File: config.mk
export PLATFORM = sky130hd
export DESIGN_NAME = atsa_div
export DESIGN_NICKNAME = d
export VERILOG_FILES = /design/src/rtl/atsa_div.sv
export SDC_FILE = /design/constraint.sdc
export NUM_CORES = 1
export LEC_CHECK = 0
export BUFFER_PORTS_ARGS = -buffer_cell sky130_fd_sc_hd__clkbuf_2
export CORE_ASPECT_RATIO = 1.1
export CORE_MARGIN = 1
export CORE_UTILIZATION = 32
export CTS_BUF_LIST = sky130_fd_sc_hd__clkbuf_4
export CTS_CLUSTER_DIAMETER = 40
export CTS_CLUSTER_SIZE = 10
export DETAILED_ROUTE_END_ITERATION = 8
export PLACE_DENSITY = 0.46
export SYNTH_ARGS = -nofsm -noshare
export SYNTH_HDL_FRONTEND = slang
export SYNTH_SLANG_ARGS = --single-unit
File: constraint.sdc
create_clock -name clk -period 6.7 [get_ports clk]
set_clock_uncertainty 0.15 [all_clocks]
set_input_delay 1.34 -clock clk [delete_from_list [all_inputs] [get_ports clk]]
set_output_delay 1.34 -clock clk [all_outputs]
set_load 0.05 [all_outputs]
File: src/rtl/atsa_div.sv
// Restoring divider: QBITS quotient bits of num/den, one bit per cycle.
// No package dependency; used by the accumulator top level for both divisions.
module atsa_div #(
  parameter int unsigned NW    = 74,
  parameter int unsigned DW    = 58,
  parameter int unsigned QBITS = 16
) (
  input  logic             clk,
  input  logic             rst_n,
  input  logic             start,
  input  logic [NW-1:0]    num,
  input  logic [DW-1:0]    den,
  output logic             done,
  output logic [QBITS-1:0] quo
);

  // The quotient must fit QBITS bits, so num[NW-1:QBITS] < den and the upper part
  // of the numerator can seed the remainder directly.
  localparam int unsigned RW = DW + 1;
  localparam int unsigned CW = $clog2(QBITS + 1);

  logic [RW-1:0]    rem_r, rem_nxt;
  logic [QBITS-1:0] sh_r, sh_nxt;
  logic [DW-1:0]    den_r;
  logic [QBITS-1:0] quo_r, quo_nxt;
  logic [CW-1:0]    cnt_r, cnt_nxt;
  logic             busy_r, busy_nxt, done_r, done_nxt;
  logic [RW-1:0]    trial;

  always_comb begin
    rem_nxt  = rem_r;
    sh_nxt   = sh_r;
    quo_nxt  = quo_r;
    cnt_nxt  = cnt_r;
    busy_nxt = busy_r;
    done_nxt = 1'b0;
    trial    = {rem_r[RW-2:0], sh_r[QBITS-1]};
    if (start) begin
      rem_nxt  = RW'(num[NW-1:QBITS]);
      sh_nxt   = num[QBITS-1:0];
      quo_nxt  = '0;
      cnt_nxt  = CW'(QBITS);
      busy_nxt = 1'b1;
    end else if (busy_r) begin
      sh_nxt = {sh_r[QBITS-2:0], 1'b0};
      if (trial >= {1'b0, den_r}) begin
        rem_nxt = trial - {1'b0, den_r};
        quo_nxt = {quo_r[QBITS-2:0], 1'b1};
      end else begin
        rem_nxt = trial;
        quo_nxt = {quo_r[QBITS-2:0], 1'b0};
      end
      cnt_nxt = cnt_r - 1'b1;
      if (cnt_r == CW'(1)) begin
        busy_nxt = 1'b0;
        done_nxt = 1'b1;
      end
    end
  end

  always_ff @(posedge clk) begin
    if (!rst_n) begin
      busy_r <= 1'b0;
      done_r <= 1'b0;
      cnt_r  <= '0;
    end else begin
      busy_r <= busy_nxt;
      done_r <= done_nxt;
      cnt_r  <= cnt_nxt;
    end
    rem_r <= rem_nxt;
    sh_r  <= sh_nxt;
    quo_r <= quo_nxt;
    if (start) begin
      den_r <= den;
    end
  end

  assign done = done_r;
  assign quo  = quo_r;

endmodule

Word-level counts from Yosys, hierarchy flattened --
Cells that the tools add are included.
Cells by class: add/subtract/negate cells 2, $lt $le $gt $ge 1, equality and inequality tests 1, multiplexer cells 12, bitwise operators 2, reduce and logical (&&, ||, !) cells 3
Operators with widths (count):
- $mux 58 | 3
- $ge 59x58->1 | 1
- $sub 58x58->58 | 1
- $mux 16 | 2
- $mux 5 | 2
- $eq 5x1->1 const B | 1
- $mux 1 | 5
- $sub 5x1->5 const B | 1
- $reduce_or 3->1 | 1
- $not 1->1 | 2
- $reduce_bool 2->1 | 1
- $reduce_or 2->1 | 1
Storage, ports and cells: flip-flop bits (word level) 155, input bits 135, output and inout port bits 17, logic and storage cells 29

Depth between registers and ports, before layout --
depth after elaboration 4, depth in mapped cells 16, mapped depth without buffers 13

Worst setup path after synthesis --
No wires, ideal clock.
kind input -> register, start input start, end register rem_r[0] (enable), setup time 400 ps, arrival 2946 ps, required time 6150 ps, path slack 3204 ps, cell stages on the path 3, buffers on the path 2, path through buf_1 clkbuf_1 or2_2
On the way: longest elaborated chain between the ends 1
Ends and longest elaborated chain:
- start: declaration | RTL line 10 | input logic start,
- $reduce_bool 2->1 (no line)
- end signal: assignment | RTL line 71 | rem_r <= rem_nxt;
- end: declaration | RTL line 22 | logic [RW-1:0] rem_r, rem_nxt;
No other way between the ends. A chain may end at the register's enable or synchronous reset.

Worst setup path in the final report --
start register rem_r[3], end register rem_r[53] (data pin)
On the way: longest elaborated chain between the ends 4, elaborated cells between the ends (all ways) 5, those cells by class add/sub: 1; order compare: 1; mux: 3
Ends and longest elaborated chain:
- $sub 58x58->58 or $ge 59x58->1 (tied branches) | RTL line 47, 46
- $mux 58 * | RTL line 46 | if (trial >= {1'b0, den_r}) begin
- $mux 58 * | RTL line 44 | end else if (busy_r) begin
- $mux 58 * | RTL line 38 | if (start) begin
- via rem_nxt[53] | RTL line 22
The timed path passes the listed nets; every way through them passes the cells marked *. The select of a mux whose other input is x is not followed.

==> run summary <==
GRT Residual Overflow: 0
Critical Path Fanout Max: 64
Syn. warnings: 0
Core Box Area: 31300 um^2
Total track usage: 0.168
Max Root-Sink Buffers: 2
Starting DRT DRC Count: 388
Min Clock Period, post-route: 4.29 ns
Max_cap viols: 0
Via count: 8069
Synth top cells by count: edfxtp_1 (132), nand2_1 (107), o21ai_0 (86)
Initial antenna violation count: 1
Antenna-violating nets left: 0
Yosys top cell area share: 0.390
Largest net degree at the start of global routing: 123
Peak VDD IR: 0.000112 V
Global-route wire length before repair: 42100 um
Mapped Nets: 1252
Clk sinks: 155
Die W: 172 um
Post-CTS Setup Bufs: 0
Wire per inst: 16.5 um
Root Buffer: clkbuf_4
Layout cells sized above 1: 0.212
Final wirelength: 26600 um
Fin nets: 1368
FF+latch count, synth: 155
Hold Crit Class: flop to flop
Vias in the first global route: 7933
Worst-Margin Slew: 1.12 ns
Boundary pin count: 152
Syn Std Cell Area: 10200 um^2
Seq/Total Area, Yosys: 0.436
Area Overhead vs Synth: 13.6%
# fillers: 3341
Unique masters post-synth: 64
Cts hold-fix bufs: 0
Area contributors post-synth: edfxtp_1 (39%), ha_1 (7.4%), mux2_2 (5.8%)
EDFF count, synth: 132
Pleak: 4.86 nW
Syn Area/Cell: 9.61 um^2
Syn Inst Count: 1056
Slew Limit Headroom: 0.254
Final setup violation count: 0
Clock slew at the register clock pins of the worst setup and hold paths: 0.15 ns
Nature of the critical path endpoint: flop
Count leader, synth: edfxtp_1
Post-DP HPWL: 19700 um
CP required: 6.91 ns
I/O Buffers: 151
Worst-skew pair later-pin latency: 0.62 ns
Top FF cell, synth: edfxtp_1
TritonCTS buffer count: 17
Period utilization: 0.640
Status: complete, no violations
Htree depth: 4
Die Y: 189 um
Cts repair resizes: 0
Starting Density: 0.324
Drt drc: 0
CP startpoint kind: flop
CTS tree: built
Placed cell areas: 11200 um^2
Final Hold Fails: 0
Fin area: 11500 um^2
Total iterations of the first detailed-routing run: 4
Rows: 68
Global placement routability congestion: 0.825
RSZ-0062 raised after global routing: no
Sum Neg Setup Slack: 0 ns
Vias per cell: 5.02
Critical Path AT: 4.50 ns
Max Freq: 233 MHz
Register area: 4420 um^2
DIE AREA: 32400 um^2
Slew Limit Fails: 0
Pwr/cell area: 378 nW/um^2
Post-synthesis async set-or-reset flop share: 0
Largest area contributor in the netlist: edfxtp_1
Area occupied by multi-input gates: 5170 um^2
CP Class: flop to flop
==> metal layers <==
layer  track usage  share of wire  vias up  routed length (um)
met5             0              0        -                   0
met2         0.284           0.49      147               13000
met3        0.0359          0.039       17                1040
met4        0.0415          0.010        0                 269
met1         0.217           0.46     3831               12300
li1              -              -     4074                   -
==> cell type report <==
cell class | count | share of cell area
tap | 420 | 0.0456
multi-input combinational | 759 | 0.448
timing repair buffer | 154 | 0.0691
clock inverter | 14 | 0.0139
clock buffer | 18 | 0.0117
sequential | 155 | 0.384
inverter | 85 | 0.0277
antenna | 1 | 0.000217
==> kinds of logic (layout without fill, tap and decap cells) <==
family,after synthesis,after routing,synth area share
mux,69,69,0.0744
simple gates,298,298,0.144
other cells,0,1,0
xor+xnor,50,50,0.0431
compound gates,281,281,0.171
fa+ha+maj,61,61,0.0759
flops,155,155,0.436
buf+inv,142,271,0.0558
==> layout by cell type, fill, tap and decap left out, types with 3 or more instances in the layout <==
cell type,Yosys,layout
a211oi_1,19,19
o21ai_0,86,86
xor2_1,20,20
o31ai_1,8,8
edfxtp_1,132,132
and2_1,6,6
o21bai_1,11,11
nand3_1,16,16
nand2_1,107,107
inv_8,0,3
xnor2_1,30,30
clkbuf_4,0,18
a21oi_1,78,78
or4_1,5,5
mux2i_1,17,17
nand3b_1,3,3
nand4_1,28,28
a221oi_1,4,4
dfxtp_1,23,23
and3b_1,9,9
clkbuf_2,0,150
nor3_1,19,19
a211o_1,4,4
nor4_1,5,5
nor2b_1,9,9
a31oi_1,10,10
mux2_2,52,52
ha_1,60,60
inv_6,0,4
a21o_1,25,25
nor2_1,63,63
o21a_1,14,13
and3_1,6,6
or2_2,4,3
inv_1,85,85
or3_1,5,5
==> path summary, 6_finish.rpt <==
path	slack [ns]	cells past startpoint	from	end
max	2.41	11	rem_r[3]$_DFFE_PP_	rem_r[53]$_DFFE_PP_
min reg2reg	0.36	2	cnt_r[1]$_SDFFE_PP0P_	cnt_r[1]$_SDFFE_PP0P_
max reg2reg	2.41	11	rem_r[3]$_DFFE_PP_	rem_r[53]$_DFFE_PP_
min	0.36	2	cnt_r[1]$_SDFFE_PP0P_	cnt_r[1]$_SDFFE_PP0P_
==> power breakdown <==
part           leakage [nW]  switching [W]  internal [W]
sequential             1.50      0.0000972       0.00130
combinational          3.19        0.00140      0.000924
clock                 0.168       0.000400      0.000237
==> worst max-delay path, cell delays in order, from the launching register on <==
cell and delay [ns]:
edfxtp_1 0.43, ha_1 0.38, a21o_1 0.19, a31oi_1 0.18, a211o_1 0.24, a211oi_1 0.13
a41o_1 0.29, a31oi_1 0.48, o21a_4 0.62, or2_0 0.63, a211o_1 0.17, o221ai_1 0.10
==> registers in the layout (all words and copies together), names as in the netlist <==
| name | count |
|---|---|
| quo | 16 |
| den_r | 58 |
| cnt_r | 5 |
| rem_r | 58 |
| done | 1 |
| sh_r | 16 |
| busy_r | 1 |
==> stage by stage <==
| stage | setup slack, ns | util | cells | hold slack (ns) | total power [W] |
|---|---|---|---|---|---|
| after floorplan | 3.20 | - | 1056 | 0.319 | 0.00317 |
| after global placement | 2.50 | 0.359 | 1573 | 0.328 | 0.00374 |
| after detailed placement | 2.35 | 0.359 | 1573 | 0.336 | 0.00374 |
| after CTS | 2.33 | 0.368 | 1605 | 0.355 | 0.00441 |
| after global routing | 2.07 | 0.368 | 1606 | 0.388 | 0.00474 |
| final | 2.41 | 0.368 | 1606 | 0.356 | 0.00436 |
(Power assumes the default switching activity.)
